File: src/prk_pkg.sv
`default_nettype none
package prk_pkg;

    localparam int FIELD_W   = 48;
    localparam int TIME_W    = 47;
    localparam int IN_DATA_W = 5 * FIELD_W;
    localparam int OUT_RAW_W = 8 * FIELD_W + TIME_W;
    localparam int OUT_DATA_W = ((OUT_RAW_W + 7) / 8) * 8;
    localparam int IN_USER_W = 2;

    localparam int C_W    = 24;
    localparam int G_W    = 32;
    localparam int H_W    = 24;
    localparam int TRIG_W = 18;
    localparam int CFG_W  = 32;
    localparam int CFG_IDX_W = 3;

    localparam int REG_FRAC  = 24;
    localparam int TRIG_FRAC = 16;

    localparam logic [CFG_IDX_W-1:0] CFG_DRAG = 3'd0;
    localparam logic [CFG_IDX_W-1:0] CFG_GRAV = 3'd1;
    localparam logic [CFG_IDX_W-1:0] CFG_STEP = 3'd2;
    localparam logic [CFG_IDX_W-1:0] CFG_COS  = 3'd3;
    localparam logic [CFG_IDX_W-1:0] CFG_SIN  = 3'd4;

    localparam logic [C_W-1:0]    RST_DRAG = 24'd41943;
    localparam logic [G_W-1:0]    RST_GRAV = 32'd536870912;
    localparam logic [H_W-1:0]    RST_STEP = 24'd167772;
    localparam logic [TRIG_W-1:0] RST_COS  = 18'd65536;
    localparam logic [TRIG_W-1:0] RST_SIN  = 18'd0;

    localparam int SLOT_W = 5;
    localparam int NSLOT  = 32;
    localparam int PC_W   = 7;

    localparam logic [SLOT_W-1:0] SL_PX  = 5'd0;
    localparam logic [SLOT_W-1:0] SL_PY  = 5'd1;
    localparam logic [SLOT_W-1:0] SL_PZ  = 5'd2;
    localparam logic [SLOT_W-1:0] SL_OX  = 5'd3;
    localparam logic [SLOT_W-1:0] SL_OY  = 5'd4;
    localparam logic [SLOT_W-1:0] SL_OZ  = 5'd5;
    localparam logic [SLOT_W-1:0] SL_VH  = 5'd6;
    localparam logic [SLOT_W-1:0] SL_VV  = 5'd7;
    localparam logic [SLOT_W-1:0] SL_EL  = 5'd8;
    localparam logic [SLOT_W-1:0] SL_GR  = 5'd9;
    localparam logic [SLOT_W-1:0] SL_HV  = 5'd10;
    localparam logic [SLOT_W-1:0] SL_U   = 5'd11;
    localparam logic [SLOT_W-1:0] SL_W   = 5'd12;
    localparam logic [SLOT_W-1:0] SL_T1  = 5'd13;
    localparam logic [SLOT_W-1:0] SL_T2  = 5'd14;
    localparam logic [SLOT_W-1:0] SL_SP  = 5'd15;
    localparam logic [SLOT_W-1:0] SL_SH  = 5'd16;
    localparam logic [SLOT_W-1:0] SL_SV  = 5'd17;
    localparam logic [SLOT_W-1:0] SL_DA  = 5'd18;
    localparam logic [SLOT_W-1:0] SL_DB  = 5'd19;
    localparam logic [SLOT_W-1:0] SL_DH  = 5'd20;
    localparam logic [SLOT_W-1:0] SL_DV  = 5'd21;
    localparam logic [SLOT_W-1:0] SL_RX  = 5'd22;
    localparam logic [SLOT_W-1:0] SL_RY  = 5'd23;
    localparam logic [SLOT_W-1:0] SL_RXO = 5'd24;
    localparam logic [SLOT_W-1:0] SL_RYO = 5'd25;

    localparam logic [PC_W-1:0] ADV_PC  = 7'd0;
    localparam logic [PC_W-1:0] OUT_PC  = 7'd102;
    localparam logic [PC_W-1:0] LOAD_PC = 7'd121;

    typedef enum logic [2:0] {
        OP_MUL, OP_SQRT, OP_DIV6, OP_ADD, OP_NEG, OP_HALF, OP_MOV
    } t_op;

    typedef enum logic [1:0] {
        SH_VAL, SH_REG, SH_TRIG
    } t_shf;

    typedef enum logic [3:0] {
        SRC_FILE, SRC_C, SRC_H, SRC_G, SRC_ONE, SRC_COS, SRC_SIN,
        SRC_LX, SRC_LY, SRC_LZ, SRC_LH, SRC_LV, SRC_ZERO
    } t_src;

    typedef enum logic [2:0] {
        ST_IDLE, ST_FETCH, ST_ISSUE, ST_RUN, ST_EMIT
    } t_state;

    typedef struct packed {
        logic start;
        t_op  op;
        t_shf shf;
    } t_alu_req;

    typedef struct packed {
        t_op               op;
        t_src              sa;
        logic [SLOT_W-1:0] ia;
        t_src              sb;
        logic [SLOT_W-1:0] ib;
        t_shf              shf;
        logic [SLOT_W-1:0] dst;
        logic              fin;
        logic              jmp;
    } t_uop;

    function automatic t_uop uf(t_op op, logic [SLOT_W-1:0] ia, logic [SLOT_W-1:0] ib,
                                t_shf shf, logic [SLOT_W-1:0] dst);
        t_uop u;
        u = '{op: op, sa: SRC_FILE, ia: ia, sb: SRC_FILE, ib: ib, shf: shf, dst: dst,
              fin: 1'b0, jmp: 1'b0};
        return u;
    endfunction

    function automatic t_uop uc(t_op op, logic [SLOT_W-1:0] ia, t_src sb,
                                t_shf shf, logic [SLOT_W-1:0] dst);
        t_uop u;
        u = '{op: op, sa: SRC_FILE, ia: ia, sb: sb, ib: SL_PX, shf: shf, dst: dst,
              fin: 1'b0, jmp: 1'b0};
        return u;
    endfunction

    function automatic t_uop us(t_op op, t_src sa, t_src sb, t_shf shf,
                                logic [SLOT_W-1:0] dst);
        t_uop u;
        u = '{op: op, sa: sa, ia: SL_PX, sb: sb, ib: SL_PX, shf: shf, dst: dst,
              fin: 1'b0, jmp: 1'b0};
        return u;
    endfunction

    // drag slopes of (u, w) into da, db
    function automatic t_uop slope_uop(logic [3:0] k);
        t_uop u;
        unique case (k)
            4'd0:  u = uf(OP_MUL, SL_U, SL_U, SH_VAL, SL_T1);
            4'd1:  u = uf(OP_MUL, SL_W, SL_W, SH_VAL, SL_T2);
            4'd2:  u = uf(OP_ADD, SL_T1, SL_T2, SH_VAL, SL_T1);
            4'd3:  u = uf(OP_SQRT, SL_T1, SL_T1, SH_VAL, SL_SP);
            4'd4:  u = uc(OP_MUL, SL_U, SRC_C, SH_REG, SL_T1);
            4'd5:  u = uf(OP_MUL, SL_T1, SL_SP, SH_VAL, SL_T1);
            4'd6:  u = uf(OP_NEG, SL_T1, SL_T1, SH_VAL, SL_DA);
            4'd7:  u = uc(OP_MUL, SL_W, SRC_C, SH_REG, SL_T1);
            4'd8:  u = uf(OP_MUL, SL_T1, SL_SP, SH_VAL, SL_T1);
            4'd9:  u = uf(OP_NEG, SL_T1, SL_T1, SH_VAL, SL_T1);
            4'd10: u = uf(OP_NEG, SL_GR, SL_GR, SH_VAL, SL_T2);
            4'd11: u = uf(OP_ADD, SL_T1, SL_T2, SH_VAL, SL_DB);
            default: u = uf(OP_MOV, SL_T1, SL_T1, SH_VAL, SL_T1);
        endcase
        return u;
    endfunction

    function automatic t_uop prk_rom(logic [PC_W-1:0] pc);
        t_uop u;
        unique case (pc) inside
            7'd0:  u = us(OP_MUL, SRC_G, SRC_ONE, SH_REG, SL_GR);
            7'd1:  u = us(OP_MUL, SRC_H, SRC_ONE, SH_REG, SL_HV);
            7'd2:  u = uf(OP_MOV, SL_VH, SL_VH, SH_VAL, SL_U);
            7'd3:  u = uf(OP_MOV, SL_VV, SL_VV, SH_VAL, SL_W);
            [7'd4:7'd15]:  u = slope_uop(4'(pc - 7'd4));
            7'd16: u = uf(OP_MOV, SL_DA, SL_DA, SH_VAL, SL_SH);
            7'd17: u = uf(OP_MOV, SL_DB, SL_DB, SH_VAL, SL_SV);
            7'd18, 7'd40: u = uc(OP_MUL, SL_DA, SRC_H, SH_REG, SL_T1);
            7'd19, 7'd22, 7'd41, 7'd44: u = uf(OP_HALF, SL_T1, SL_T1, SH_VAL, SL_T1);
            7'd20, 7'd42, 7'd63: u = uf(OP_ADD, SL_VH, SL_T1, SH_VAL, SL_U);
            7'd21, 7'd43: u = uc(OP_MUL, SL_DB, SRC_H, SH_REG, SL_T1);
            7'd23, 7'd45, 7'd65: u = uf(OP_ADD, SL_VV, SL_T1, SH_VAL, SL_W);
            [7'd24:7'd35]: u = slope_uop(4'(pc - 7'd24));
            7'd36, 7'd37, 7'd58, 7'd59, 7'd78:
                u = uf(OP_ADD, SL_SH, SL_DA, SH_VAL, SL_SH);
            7'd38, 7'd39, 7'd60, 7'd61, 7'd79:
                u = uf(OP_ADD, SL_SV, SL_DB, SH_VAL, SL_SV);
            [7'd46:7'd57]: u = slope_uop(4'(pc - 7'd46));
            7'd62: u = uc(OP_MUL, SL_DA, SRC_H, SH_REG, SL_T1);
            7'd64: u = uc(OP_MUL, SL_DB, SRC_H, SH_REG, SL_T1);
            [7'd66:7'd77]: u = slope_uop(4'(pc - 7'd66));
            7'd80: u = uf(OP_DIV6, SL_SH, SL_SH, SH_VAL, SL_DH);
            7'd81: u = uf(OP_DIV6, SL_SV, SL_SV, SH_VAL, SL_DV);
            7'd82: u = uf(OP_MOV, SL_PX, SL_PX, SH_VAL, SL_OX);
            7'd83: u = uf(OP_MOV, SL_PY, SL_PY, SH_VAL, SL_OY);
            7'd84: u = uf(OP_MOV, SL_PZ, SL_PZ, SH_VAL, SL_OZ);
            7'd85: u = uf(OP_HALF, SL_DH, SL_DH, SH_VAL, SL_T1);
            7'd86, 7'd87, 7'd92, 7'd93: u = uc(OP_MUL, SL_T1, SRC_H, SH_REG, SL_T1);
            7'd88: u = uc(OP_MUL, SL_VH, SRC_H, SH_REG, SL_T2);
            7'd89: u = uf(OP_ADD, SL_PY, SL_T2, SH_VAL, SL_PY);
            7'd90: u = uf(OP_ADD, SL_PY, SL_T1, SH_VAL, SL_PY);
            7'd91: u = uf(OP_HALF, SL_DV, SL_DV, SH_VAL, SL_T1);
            7'd94: u = uc(OP_MUL, SL_VV, SRC_H, SH_REG, SL_T2);
            7'd95: u = uf(OP_ADD, SL_PZ, SL_T2, SH_VAL, SL_PZ);
            7'd96: u = uf(OP_ADD, SL_PZ, SL_T1, SH_VAL, SL_PZ);
            7'd97: u = uc(OP_MUL, SL_DH, SRC_H, SH_REG, SL_T1);
            7'd98: u = uf(OP_ADD, SL_VH, SL_T1, SH_VAL, SL_VH);
            7'd99: u = uc(OP_MUL, SL_DV, SRC_H, SH_REG, SL_T1);
            7'd100: u = uf(OP_ADD, SL_VV, SL_T1, SH_VAL, SL_VV);
            7'd101: u = uf(OP_ADD, SL_EL, SL_HV, SH_VAL, SL_EL);
            7'd102: u = uc(OP_MUL, SL_PX, SRC_COS, SH_TRIG, SL_T1);
            7'd103: u = uc(OP_MUL, SL_PY, SRC_SIN, SH_TRIG, SL_T2);
            7'd104: u = uf(OP_ADD, SL_T1, SL_T2, SH_VAL, SL_RX);
            7'd105: u = uc(OP_MUL, SL_PX, SRC_SIN, SH_TRIG, SL_T1);
            7'd106, 7'd113: u = uf(OP_NEG, SL_T1, SL_T1, SH_VAL, SL_T1);
            7'd107: u = uc(OP_MUL, SL_PY, SRC_COS, SH_TRIG, SL_T2);
            7'd108: u = uf(OP_ADD, SL_T1, SL_T2, SH_VAL, SL_RY);
            7'd109: u = uc(OP_MUL, SL_OX, SRC_COS, SH_TRIG, SL_T1);
            7'd110: u = uc(OP_MUL, SL_OY, SRC_SIN, SH_TRIG, SL_T2);
            7'd111: u = uf(OP_ADD, SL_T1, SL_T2, SH_VAL, SL_RXO);
            7'd112: u = uc(OP_MUL, SL_OX, SRC_SIN, SH_TRIG, SL_T1);
            7'd114: u = uc(OP_MUL, SL_OY, SRC_COS, SH_TRIG, SL_T2);
            7'd115: u = uf(OP_ADD, SL_T1, SL_T2, SH_VAL, SL_RYO);
            7'd116: u = uf(OP_MOV, SL_PZ, SL_PZ, SH_VAL, SL_PZ);
            7'd117: u = uf(OP_MOV, SL_OZ, SL_OZ, SH_VAL, SL_OZ);
            7'd118: u = uf(OP_MOV, SL_EL, SL_EL, SH_VAL, SL_EL);
            7'd119: u = uf(OP_MOV, SL_VH, SL_VH, SH_VAL, SL_VH);
            7'd120: begin
                u = uf(OP_MOV, SL_VV, SL_VV, SH_VAL, SL_VV);
                u.fin = 1'b1;
            end
            7'd121: u = us(OP_MOV, SRC_LX, SRC_ZERO, SH_VAL, SL_PX);
            7'd122: u = us(OP_MOV, SRC_LY, SRC_ZERO, SH_VAL, SL_PY);
            7'd123: u = us(OP_MOV, SRC_LZ, SRC_ZERO, SH_VAL, SL_PZ);
            7'd124: u = us(OP_MOV, SRC_LH, SRC_ZERO, SH_VAL, SL_VH);
            7'd125: u = us(OP_MOV, SRC_LV, SRC_ZERO, SH_VAL, SL_VV);
            7'd126: begin
                u = us(OP_MOV, SRC_ZERO, SRC_ZERO, SH_VAL, SL_EL);
                u.jmp = 1'b1;
            end
            default: begin
                u = us(OP_MOV, SRC_ZERO, SRC_ZERO, SH_VAL, SL_T1);
                u.fin = 1'b1;
            end
        endcase
        return u;
    endfunction

endpackage
`default_nettype wire

File: src/prk_alu.sv
`default_nettype none
module prk_alu import prk_pkg::*; #(
    parameter int VW   = 48,
    parameter int FRAC = 24
) (
    input  wire logic                i_clk,
    input  wire logic                i_rst_n,
    input  wire t_alu_req            i_req,
    input  wire logic signed [VW:0]  i_a,
    input  wire logic signed [VW:0]  i_b,
    output logic                     o_done,
    output logic signed [VW-1:0]     o_res
);

    localparam int OW = VW + 1;
    localparam int PW = 2 * VW;
    localparam int RW = (VW + FRAC) / 2;
    localparam int NW = 2 * RW;
    localparam int XW = (RW > VW) ? RW : VW;
    localparam int CW = $clog2(PW + 1);
    localparam logic [VW-1:0] VMAXU = {1'b0, {(VW-1){1'b1}}};
    localparam logic signed [OW:0] SMAX = (OW+1)'(VMAXU);
    localparam logic signed [OW:0] SMIN = ~SMAX;
    // divide by six as a multiply by a rounded-up reciprocal of 2^(VW+2)/6
    localparam int DIV_SH = VW + 2;
    localparam logic [VW+2:0] DIV_POW = (VW+3)'(1) << DIV_SH;
    localparam logic [VW+2:0] DIV_RCP_W =
        (DIV_POW + ((VW % 2 == 0) ? (VW+3)'(2) : (VW+3)'(4))) / (VW+3)'(6);
    localparam logic [VW-1:0] DIV_RCP = DIV_RCP_W[VW-1:0];

    logic            r_busy, r_fin, r_done;
    logic [CW-1:0]   r_cnt;
    t_op             r_op;
    t_shf            r_shf;
    logic            r_neg;
    logic [VW-1:0]   r_ma, r_mb;
    logic [PW-1:0]   r_acc;
    logic [NW-1:0]   r_n;
    logic [RW+1:0]   r_rem;
    logic [RW-1:0]   r_root;
    logic signed [VW-1:0] r_res;

    logic            a_neg, b_neg;
    logic [OW-1:0]   a_mag_w, b_mag_w;
    logic [VW-1:0]   a_mag, b_mag;
    logic signed [OW:0]   s_sum;
    logic signed [OW-1:0] h_sum, h_res;
    logic signed [VW-1:0] simple_res;
    logic [PW-1:0]   acc_nx;
    logic [RW+1:0]   rem_sh, trial;
    logic [PW-1:0]   q, lim;
    logic [VW-1:0]   mag;
    logic [XW-1:0]   root_x;
    logic signed [VW-1:0] fin_res;
    logic [CW-1:0]   last;

    always_comb begin
        a_neg   = i_a[VW];
        b_neg   = i_b[VW];
        a_mag_w = a_neg ? OW'(-i_a) : OW'(i_a);
        b_mag_w = b_neg ? OW'(-i_b) : OW'(i_b);
        a_mag   = a_mag_w[VW-1:0];
        b_mag   = b_mag_w[VW-1:0];
        case (i_req.op)
            OP_ADD:  s_sum = (OW+1)'(i_a) + (OW+1)'(i_b);
            OP_NEG:  s_sum = -((OW+1)'(i_a));
            default: s_sum = (OW+1)'(i_a);
        endcase
        h_sum = i_a + OW'(a_neg);
        h_res = h_sum >>> 1;
        if (i_req.op == OP_HALF) begin
            simple_res = h_res[VW-1:0];
        end else if (s_sum > SMAX) begin
            simple_res = SMAX[VW-1:0];
        end else if (s_sum < SMIN) begin
            simple_res = SMIN[VW-1:0];
        end else begin
            simple_res = s_sum[VW-1:0];
        end
    end

    always_comb begin
        acc_nx = (r_acc << 1) + (r_mb[VW-1] ? PW'(r_ma) : '0);
        rem_sh = {r_rem[RW-1:0], r_n[NW-1:NW-2]};
        trial  = {r_root, 2'b01};
        last   = (r_op == OP_SQRT) ? CW'(RW - 1) : CW'(VW - 1);
    end

    always_comb begin
        case (r_shf)
            SH_REG:  q = r_acc >> REG_FRAC;
            SH_TRIG: q = r_acc >> TRIG_FRAC;
            default: q = r_acc >> FRAC;
        endcase
        if (r_op == OP_DIV6) begin
            q = r_acc >> DIV_SH;
        end
        lim    = PW'(VMAXU) + PW'(r_neg);
        mag    = (q > lim) ? lim[VW-1:0] : q[VW-1:0];
        root_x = XW'(r_root);
        case (r_op)
            OP_SQRT: fin_res = (root_x > XW'(VMAXU)) ? VMAXU : root_x[VW-1:0];
            default: fin_res = r_neg ? -mag : mag;
        endcase
    end

    always_ff @(posedge i_clk) begin
        if (!i_rst_n) begin
            r_busy <= 1'b0;
            r_fin  <= 1'b0;
            r_done <= 1'b0;
        end else begin
            r_done <= 1'b0;
            r_fin  <= 1'b0;
            if (i_req.start) begin
                if (i_req.op == OP_MUL || i_req.op == OP_SQRT || i_req.op == OP_DIV6) begin
                    r_busy <= 1'b1;
                end else begin
                    r_done <= 1'b1;
                end
            end else if (r_busy && r_cnt == last) begin
                r_busy <= 1'b0;
                r_fin  <= 1'b1;
            end
            if (r_fin) begin
                r_done <= 1'b1;
            end
        end
    end

    always_ff @(posedge i_clk) begin
        if (i_req.start) begin
            r_op   <= i_req.op;
            r_shf  <= i_req.shf;
            r_cnt  <= '0;
            r_res  <= simple_res;
            r_neg  <= (i_req.op == OP_MUL) ? (a_neg ^ b_neg) : a_neg;
            r_ma   <= a_mag;
            r_mb   <= (i_req.op == OP_DIV6) ? DIV_RCP : b_mag;
            r_acc  <= '0;
            r_n    <= NW'({i_a[VW-2:0], {FRAC{1'b0}}});
            r_rem  <= '0;
            r_root <= '0;
        end else if (r_busy) begin
            r_cnt <= r_cnt + 1'b1;
            case (r_op)
                OP_SQRT: begin
                    r_n <= r_n << 2;
                    if (rem_sh >= trial) begin
                        r_rem  <= rem_sh - trial;
                        r_root <= {r_root[RW-2:0], 1'b1};
                    end else begin
                        r_rem  <= rem_sh;
                        r_root <= {r_root[RW-2:0], 1'b0};
                    end
                end
                default: begin
                    r_acc <= acc_nx;
                    r_mb  <= r_mb << 1;
                end
            endcase
        end else if (r_fin) begin
            r_res <= fin_res;
        end
    end

    assign o_done = r_done;
    assign o_res  = r_res;

endmodule
`default_nettype wire

File: config.mk
export PLATFORM = sky130hd
export DESIGN_NAME = prk_alu
export DESIGN_NICKNAME = d
export VERILOG_FILES = /design/src/prk_pkg.sv /design/src/prk_alu.sv
export SDC_FILE = /design/constraint.sdc
export NUM_CORES = 1
export LEC_CHECK = 0
export BUFFER_PORTS_ARGS = -buffer_cell sky130_fd_sc_hd__buf_2
export CELL_PAD_IN_SITES_DETAIL_PLACEMENT = 1
export CELL_PAD_IN_SITES_GLOBAL_PLACEMENT = 2
export CORE_ASPECT_RATIO = 1.25
export CORE_MARGIN = 3
export CORE_UTILIZATION = 42
export CTS_CLUSTER_DIAMETER = 50
export DETAILED_ROUTE_END_ITERATION = 10
export PLACE_DENSITY = 0.95
export SETUP_SLACK_MARGIN = 0.1
export SYNTH_ARGS = -nofsm -noshare
export SYNTH_HDL_FRONTEND = slang
export SYNTH_SLANG_ARGS = --single-unit
File: constraint.sdc
create_clock -name i_clk -period 16.9 [get_ports i_clk]
set_input_delay 2.535 -clock i_clk [delete_from_list [all_inputs] [get_ports i_clk]]
set_output_delay 2.535 -clock i_clk [all_outputs]
set_load 0.02 [all_outputs]
After elaboration in Yosys (flattened, before gate mapping)
Cells that the tools add are included.

Register bits: 376. Bits in latches: 0. RAM bits: 0. Bits in read-only memories: 0. Input bits: 106. Output and inout bits: 49. Memories kept: 0.

Add/sub/neg operators: 10. Multiply operators: 0. Divide/modulo/power cells: 0. $lt $le $gt $ge: 4. Equal/unequal tests: 12. Shift operators: 0. Muxes and demuxes: 33. Bitwise gates (word level): 3. Reduce and logical (&&, ||, !) cells: 15.

Operators by type and width (count): $mux W48 (16); $mux W71 (3); $neg A48 Y48 (3); $pmux W50 S2 (1); $add A96 B48 Y96 (1); $gt A96 B48 Y1 (1); $mux W96 (1); $mux W80 (1); $add A49 B49 Y50 (1); $gt A50 B48 Y1 const B (1); $lt A50 B48 Y1 const B (1); $neg A49 Y50 (1); $add A49 B1 Y49 (1); $add A47 B1 Y48 const A (1); $ge A38 B38 Y1 (1); $mux W36 (1); $sub A36 B36 Y36 (1); $reduce_and A2 Y1 (6); $eq A3 B2 Y1 const B (3); $mux W1 (9); $reduce_bool A2 Y1 (4); $add A7 B1 Y7 const B (1); $eq A7 B6 Y1 (1); $eq A3 B1 Y1 const B (2); other kinds (11) (15).

Longest topological paths before layout
Gate-level depths: netlist of the first run.

Depth in word-level cells: 11. Gate-level depth with buffers: 29.

Worst setup path after synthesis of the first run
OpenSTA, ideal clock, no wires.

Kind: register to register. From: register r_op[1]. To: register r_res[40], in the netlist o_res[40] (data pin). Setup time: 0.261 ns. Arrival: 6.766 ns. Data required time: 16.639 ns. Setup slack: 9.873 ns. Stages on the path, launching flop included: 28. Cells stage by stage: edfxtp_1 or3b_1 buf_2 clkbuf_1 clkbuf_1 clkbuf_1 buf_1 nor2_1 a31oi_1 ha_1 nor2b_1 o211ai_1 a21boi_0 or4b_2 a2111oi_0 nor2_1 clkbuf_1 clkbuf_1 o21ai_0 ha_1 clkinv_1 nor4_1 nand3_1 or2_2 o31ai_1 xor2_1 a21oi_1 a221o_1.

Longest elaborated chain between the ends: 10.

RTL lines: start: declaration (RTL line prk_alu.sv:33) `t_op r_op;`; start signal: assignment (RTL line prk_alu.sv:133) `r_op <= i_req.op;`; $eq A3 B2 Y1 (RTL line prk_alu.sv:95) `if (r_op == OP_DIV6) begin`; $mux W96 (RTL line prk_alu.sv:95); $gt A96 B48 Y1 (RTL line prk_alu.sv:99) `mag = (q > lim) ? lim[VW-1:0] : q[VW-1:0];`; $mux W48 (RTL line prk_alu.sv:99); $neg A48 Y48 (RTL line prk_alu.sv:103) `default: fin_res = r_neg ? -mag : mag;`; $mux W48 (RTL line prk_alu.sv:103); $mux W48 (*) (RTL line prk_alu.sv:101) `case (r_op)`; $mux W48 (*) (RTL line prk_alu.sv:162) `end else if (r_fin) begin`; $mux W48 (*) (RTL line prk_alu.sv:144) `end else if (r_busy) begin`; $mux W48 (*) (RTL line prk_alu.sv:132) `if (i_req.start) begin`; end signal: assignment (RTL line prk_alu.sv:136) `r_res <= simple_res;`; end signal: assignment (RTL line prk_alu.sv:163) `r_res <= fin_res;`; end: declaration (RTL line prk_alu.sv:41) `logic signed [VW-1:0] r_res;`.

Every way passes the cells marked *; elsewhere a longest branch is shown, timed or not. The select of a mux whose other input is x is not followed. A chain may end at the register's enable or synchronous reset.

Worst setup path in the final report of the first run
From: register r_shf[0]. To: register r_res[40], in the netlist o_res[40] (data pin).

Longest elaborated chain between the ends: 11.

RTL lines: start: declaration (RTL line prk_alu.sv:34) `t_shf r_shf;`; start signal: assignment (RTL line prk_alu.sv:134) `r_shf <= i_req.shf;`; $eq A2 B2 Y1 (*) (RTL line prk_alu.sv:90) `case (r_shf)`; $mux W80 (*) (RTL line prk_alu.sv:90); $mux W96 (*) (RTL line prk_alu.sv:95); $gt A96 B48 Y1 (RTL line prk_alu.sv:99); $mux W48 (*) (RTL line prk_alu.sv:99); $neg A48 Y48 (RTL line prk_alu.sv:103); $mux W48 (*) (RTL line prk_alu.sv:103); $mux W48 (*) (RTL line prk_alu.sv:101); $mux W48 (*) (RTL line prk_alu.sv:162); $mux W48 (*) (RTL line prk_alu.sv:144); $mux W48 (*) (RTL line prk_alu.sv:132).

Marks and branches as above.

==> out/metrics.yaml, run 1 <==
synth:
  syn_avg_cell_area_um2: 8.11
  synthSimpleGateAreaFrac: 0.203
  ys_types: 93
  yosysWarnings: 0
  syn_area_um2: 31300
  synth-seq-cells: 376
  synthMuxAreaShare: 0.0304
  synthArstFlopShare: 0
  synth_top_family_by_area: "compound AO/OA/AOI/OAI gates"
  yosys.area_share.adder: 0.0760
  synth_edf_count: 197
  syn_inst: 3861
  synth_compound_gate_area_share: 0.247
  yosysSeqAreaShare: 0.303
  syn_nets: 4156
  ys.flop_type: "edfxtp_1"
  synth-xor-area-share: 0.0923
routing:
  wl_per_cell_um: 25.5
  drt_iter0_drc: 2298
  remaining_drc_errors: 0
  routed_wl_um: 124000
  avgViaCountPerCell: 6.41
  drtAntennaViolNets: 0
  num_vias: 31100
  drt_first_pass_iters: 5
sta:
  fin_setup_tns_ns: 0
  tightest_slew_ns: 1.15
  fin_crit_ns: 7.98
  slew_headroom: 0.232
  fin_ws_ns: 8.92
  slew_violations: 0
  rsz0062_at_grt: "no"
  skew_ns: 0.0290
  finalCritPeriodShare: 0.472
  hold_violations: 0
  setup_viol_count_final: 0
  hold_ws_ns: 0.465
  fmaxAchievable_mhz: 125
clocking:
  clk_pin_slew_worst_paths_ns: 0.06
  cts_resized: 0
  cts_setup_buffers: 0
  cts_buffers: 51
  cts_max_path_buffers: 3
  cts_tree: "done"
  clock_latency_ns: 0.64
  ctsHtreeMaxLevel: 2
  clock_sinks: 376
  cts_root_buf: "clkbuf_16"
  hold_buffers: 0
global_routing:
  grt_start_max_net_pins: 81
  grt_usage: 0.308
  grt_overflow: 0
  antenna_found_initial: 4
  grt_pass1_wl_um: 190000
  first_global_vias: 31400
layout:
  area_delta_synth_final_pct: 10.1
  fillCellCount: 8892
  regArea_um2: 9500
  drive_gt1_frac: 0.109
  final_common_cell: "nand2_1"
  final_nets: 4151
  multi_input_area_um2: 20400
  final_cell_mix: "nand2_1, a21oi_1, o21ai_0, nor2_1, xnor2_1"
power:
  switchingPower_mw: 1.13
  finalPower_mw: 3.13
  peakVddDrop_v: 0.0000975
  power_frac_comb: 0.291
  p_seq_frac: 0.347
  p_leak_nw: 13.2
  p_int_mw: 2.00
  p_clk_frac: 0.362
  powerDensity_nw_per_um2: 90.7
  p_sw_frac: 0.360
floorplan:
  start_util: 0.425
  chipHeight_um: 311
  core_um2: 73600
  ios: 155
  num_rows: 111
  die_x_um: 250
  die_area_um2: 77900
setup_path:
  timing.critical_path.to: "o_res[40]$_DFFE_PP_"
  crit_required_ns: 17.30
  critical_path.cell_chain: "nand2b_1 -> buf_4 -> nand2_1 -> a31oi_1 -> ha_1 -> and4_1 -> a221oi_1 -> o2111ai_1 -> a2111oi_0 -> or2_2 -> buf_4 -> nand2_1 -> nand2_1 -> ha_1 -> clkinv_1 -> nor4_1 -> buf_4 -> nand3_1 -> or2_2 -> o31ai_1 -> xor2_1 -> a21oi_1 -> a221o_1"
  cp_top_family: "compound AO/OA/AOI/OAI gates"
  rr_startpoint: "r_shf[0]$_DFFE_PP_"
  critPathSlowestCell: "a2111oi_0"
  cp_num_buf_inv: 4
  path_max_fanout: 58
  start_kind: "flip-flop"
  cp-end-kind: "flip-flop"
  cpPeakStageDelay_ns: 0.75
  regToRegSetupSlack_ns: 8.92
  reg2regPathDepth: 23
  startpoint: "r_shf[0]$_DFFE_PP_"
  worstSetupPathType: "flip-flop to flip-flop"
  r2r-end: "o_res[40]$_DFFE_PP_"
  path_depth: 23
  crit_arrival_ns: 8.38
worst_hold_path:
  hold_path.class: "flip-flop to flip-flop"
status:
  outcome: "finished, final reports clean"
placement:
  dp_slack_ns: 9.06
  hpwlAfterDp_um: 93800
  portBuffers: 154
  gp_congestion: 0.968
flow_run:
  maxCapViolations: 0
worst reg2reg max path, stage by stage (launching register included):
cell and delay (ns):
edfxtp_1 0.62, nand2b_1 0.58, buf_4 0.44, nand2_1 0.10, a31oi_1 0.64, ha_1 0.40
and4_1 0.23, a221oi_1 0.30, o2111ai_1 0.17, a2111oi_0 0.75, or2_2 0.23, buf_4 0.52
nand2_1 0.14, nand2_1 0.12, ha_1 0.20, clkinv_1 0.28, nor4_1 0.35, buf_4 0.18
nand3_1 0.20, or2_2 0.42, o31ai_1 0.26, xor2_1 0.19, a21oi_1 0.10, a221o_1 0.28
how the worst min path moves through the flow:
stage	from	end	slack, ns	cells after the start
after floorplan	r_n[69]$_DFFE_PP_	r_n[71]$_SDFFE_PP0P_	0.42	2
after global placement	r_rem[34]$_SDFFE_PP0P_	r_rem[34]$_SDFFE_PP0P_	0.44	2
after detailed placement	r_acc[10]$_SDFFE_PP0P_	r_acc[10]$_SDFFE_PP0P_	0.46	2
after CTS	r_acc[10]$_SDFFE_PP0P_	r_acc[10]$_SDFFE_PP0P_	0.47	2
after global routing	r_acc[6]$_SDFFE_PP0P_	r_acc[6]$_SDFFE_PP0P_	0.49	2
final	r_acc[6]$_SDFFE_PP0P_	r_acc[6]$_SDFFE_PP0P_	0.47	2
kinds of logic after synthesis:
logic type,after synthesis
multiplexers,89
buffers and inverters,380
flip-flops,376
adder cells (fa/ha/maj),189
AND/OR/NAND/NOR,1302
XOR/XNOR,330
AO/OA/AOI/OAI,1195
sequential cells by signal, summed over array words and instances (netlist names):
register  flops
o_done        1
o_res        48
r_shf         2
r_n          48
r_acc        96
r_busy        1
r_cnt         7
r_fin         1
r_ma         48
r_op          3
r_rem        36
r_mb         48
r_neg         1
r_root       36
cells in the mapped netlist (11+ instances only):
master     count  area, um2
or4_1         13       97.6
nor3_1        57        285
and2_1        64        400
and3_1        59        369
nand4_1       63        394
clkbuf_1     224        841
o22ai_1       55        344
a21o_1        75        563
a221oi_1      25        219
and4_1        20        175
nand2b_1      15       93.8
xnor2_1      205       1800
inv_1        114        428
nand3b_1      11       82.6
nor2b_1       23        144
o21ai_0      276       1380
nor2_1       232        871
nand2_1      500       1880
dfxtp_1      179       3580
mux2i_1       41        410
o211ai_1      46        345
a31oi_1       50        313
buf_1         31        116
a22oi_1       12       90.1
nand3_1      102        510
xor2_1       125       1090
o31ai_1       50        375
nor4_1        35        219
edfxtp_1     197       5920
or2_2         22        138
ha_1         187       2340
o21bai_1      23        173
a21oi_1      296       1480
o21a_1        23        173
o2bb2ai_1     24        210
mux2_2        48        541
and3b_1       12        105
a31o_2        12        105
o41ai_1       13        114
or3_1         27        169
a2111oi_0     26        228
o22a_1        24        210
a211oi_1      57        428
metal layers:
layer,share of wire,GRT usage,vias to the layer above,wire length (um)
met5,0,0,-,0
met4,0.069,0.180,0,8550
met3,0.052,0.0410,338,6400
met2,0.48,0.521,1028,59100
met1,0.40,0.374,15500,50100
li1,-,-,14300,-
final cells by class:
| cell class | count | share of cell area |
|---|---|---|
| Antenna cell | 2 | 0.000145 |
| Clock buffer | 59 | 0.0388 |
| Clock inverter | 35 | 0.0112 |
| Inverter | 116 | 0.0127 |
| Multi-Input combinational cell | 3105 | 0.592 |
| Sequential cell | 376 | 0.276 |
| Tap cell | 960 | 0.0348 |
| Timing Repair Buffer | 206 | 0.0343 |
power by group through the flow:
stage	sequential, mW	clock (mW)	combinational, mW
after global routing	1.09	1.19	0.984
after CTS	1.08	1.15	0.896
after detailed placement	1.10	0	0.887
final	1.08	1.13	0.909
after global placement	1.10	0	0.873
after floorplan	1.10	0	0.587
stage by stage:
stage | cell area (um2) | util | cells
floorplan | 31300 | - | 3861
global placement | 32700 | 0.445 | 4763
detailed placement | 32700 | 0.445 | 4763
CTS | 34500 | 0.468 | 4857
global route | 34500 | 0.468 | 4858
finish | 34500 | 0.468 | 4859
Power figures use the tool's default switching activity.
==> run 2, diff against run 1 <==
CORE_UTILIZATION = 35   (was 42)
PLACE_DENSITY = 0.87   (was 0.95)
clock period = 7.3 ns   (was 16.9 ns; I/O delays follow)
==> out/metrics.yaml, run 2 (synthesis gave the netlist of run 1 again) <==
sta:
  hold_violations: 0  # unchanged
  rsz0062_at_grt: "no"
  fin_crit_ns: 6.61  # -1.37 ns
  slew_headroom: 0.248  # +0.0160
  fmaxAchievable_mhz: 151  # +21%
  fin_setup_tns_ns: 0  # unchanged
  skew_ns: 0.0319  # +0.00296 ns
  hold_ws_ns: 0.451  # -0.0147 ns
  tightest_slew_ns: 1.12  # -0.0317 ns
  slew_violations: 0  # unchanged
  finalCritPeriodShare: 0.905  # +0.433
  setup_viol_count_final: 0  # unchanged
  fin_ws_ns: 0.694  # -8.23 ns
clocking:
  cts_resized: 0  # unchanged
  cts_buffers: 51  # unchanged
  cts_setup_buffers: 0  # unchanged
  cts_max_path_buffers: 3  # unchanged
  cts_root_buf: "clkbuf_16"
  ctsHtreeMaxLevel: 2  # unchanged
  hold_buffers: 0  # unchanged
  clk_pin_slew_worst_paths_ns: 0.06  # about the same
  clock_sinks: 376  # unchanged
  clock_latency_ns: 0.64  # about the same
  cts_tree: "done"
global_routing:
  first_global_vias: 31400  # -0.045%
  grt_start_max_net_pins: 86  # +6.2%
  grt_overflow: 0  # unchanged
  antenna_found_initial: 4  # unchanged
  grt_usage: 0.267  # -0.0407
  grt_pass1_wl_um: 193000  # +2.0%
setup_path:
  cp-end-kind: "flip-flop"
  regToRegSetupSlack_ns: 0.69  # -8.23 ns
  crit_arrival_ns: 6.99  # -1.39 ns
  r2r-end: "o_res[40]$_DFFE_PP_"
  rr_startpoint: "r_shf[1]$_DFFE_PP_"
  reg2regPathDepth: 26  # +13%
  worstSetupPathType: "flip-flop to flip-flop"
  path_max_fanout: 17  # -71%
  start_kind: "flip-flop"
  crit_required_ns: 7.68  # -9.62 ns
placement:
  dpl.cell_count: 5030  # +5.6%
  portBuffers: 154  # unchanged
  gp_congestion: 0.956  # -1.3%
  hpwlAfterDp_um: 98300  # +4.8%
  dp_slack_ns: 0.833  # -8.22 ns
floorplan:
  num_rows: 122  # +9.9%
  ios: 155  # unchanged
  die_area_um2: 93100  # +20%
  core_um2: 88700  # +20%
  die_x_um: 274  # +9.3%
  start_util: 0.353  # -0.0723
  chipHeight_um: 340  # +9.4%
layout:
  final_cell_mix: "nand2_1, a21oi_1, o21ai_0, nor2_1, xnor2_1"
  fillCellCount: 10600  # +19%
  largest_reg_flops: 96  # unchanged
  regArea_um2: 9500  # unchanged
  multi_input_area_um2: 20400  # about the same
  largest_register: "r_acc"
  final_nets: 4200  # +1.2%
  final_common_cell: "nand2_1"
  final_cell_count_no_fill: 5126  # +5.5%
  drive_gt1_frac: 0.122  # +0.0125
  area_delta_synth_final_pct: 12.4
status:
  outcome: "finished, final reports clean"
flow_run:
  maxCapViolations: 0  # unchanged
routing:
  wl_per_cell_um: 25.0  # -2.0%
  remaining_drc_errors: 0  # unchanged
  routed_wl_um: 128000  # +3.4%
  drtAntennaViolNets: 0  # unchanged
  drt_iter0_drc: 2019  # -12%
  num_vias: 30900  # -0.71%
  avgViaCountPerCell: 6.03  # -5.9%
  drt_first_pass_iters: 5  # unchanged
power:
  peakVddDrop_v: 0.000194  # +99%
  powerDensity_nw_per_um2: 208  # +130%
  finalPower_mw: 7.33  # +130%
  p_leak_nw: 13.5  # +2.3%
worst_hold_path:
  holdCritStartpoint: "r_n[69]$_DFFE_PP_"
  worstHoldEndpoint: "r_n[71]$_SDFFE_PP0P_"
  hold_path.class: "flip-flop to flip-flop"
  min_path_cells: 2  # unchanged
## run 2: area by class of cell
type | count | share of cell area
inverters | 116 | 0.0124
repair buffers | 255 | 0.0441
clock inverters | 28 | 0.00765
multi-input cells | 3105 | 0.580
flip-flops and latches | 376 | 0.270
well taps | 1178 | 0.0419
clock buffers | 67 | 0.0436
diodes | 1 | 0.0000711
## run 2: metal layers
layer	routed length [um]	track usage
met1	52100	0.319
met2	62600	0.470
met3	6010	0.0293
met4	7720	0.141
met5	13	0
## run 2: per-stage QoR
step,utilization,instance area [um2]
final,0.397,35200
after global routing,0.397,35200
after CTS,0.397,35200
after detailed placement,0.376,33400
after global placement,0.376,33400
after floorplan,-,31300
## run 2: report_power, final
group | total [mW] | internal, mW | switching (mW)
sequential | 2.50 | 2.40 | 0.0953
combinational | 2.15 | 0.763 | 1.39
clock | 2.68 | 1.58 | 1.10
total | 7.33 | 4.74 | 2.59
## run 2: how the worst max path moves through the flow
stage / to / slack [ns] / depth (start not counted) / start
after floorplan: o_res[40]$_DFFE_PP_ / 0.27 / 27 / r_op[1]$_DFFE_PP_
after global placement: o_res[40]$_DFFE_PP_ / 0.80 / 25 / r_op[2]$_DFFE_PP_
after detailed placement: o_res[40]$_DFFE_PP_ / 0.83 / 26 / r_shf[1]$_DFFE_PP_
after CTS: o_res[40]$_DFFE_PP_ / 0.80 / 26 / r_shf[1]$_DFFE_PP_
after global routing: o_res[40]$_DFFE_PP_ / 0.21 / 26 / r_shf[1]$_DFFE_PP_
final: o_res[40]$_DFFE_PP_ / 0.69 / 26 / r_shf[1]$_DFFE_PP_
## run 2: critical path, cell delays in order (launching register included)
cell	delay [ns]
edfxtp_1	0.60
nand2b_1	0.33
buf_4	0.28
a211oi_1	0.38
or2_2	0.26
inv_1	0.06
ha_1	0.29
nand4_1	0.11
nor3_1	0.08
a21boi_0	0.13
or4b_2	0.65
a2111oi_0	0.47
buf_4	0.21
or2_2	0.11
nand2_1	0.05
nand2_1	0.09
ha_1	0.20
clkinv_1	0.09
nor4_1	0.29
buf_4	0.18
nand3_1	0.13
buf_4	0.19
or2_2	0.34
o31ai_1	0.24
xor2_1	0.19
a21oi_1	0.10
a221o_1	0.31
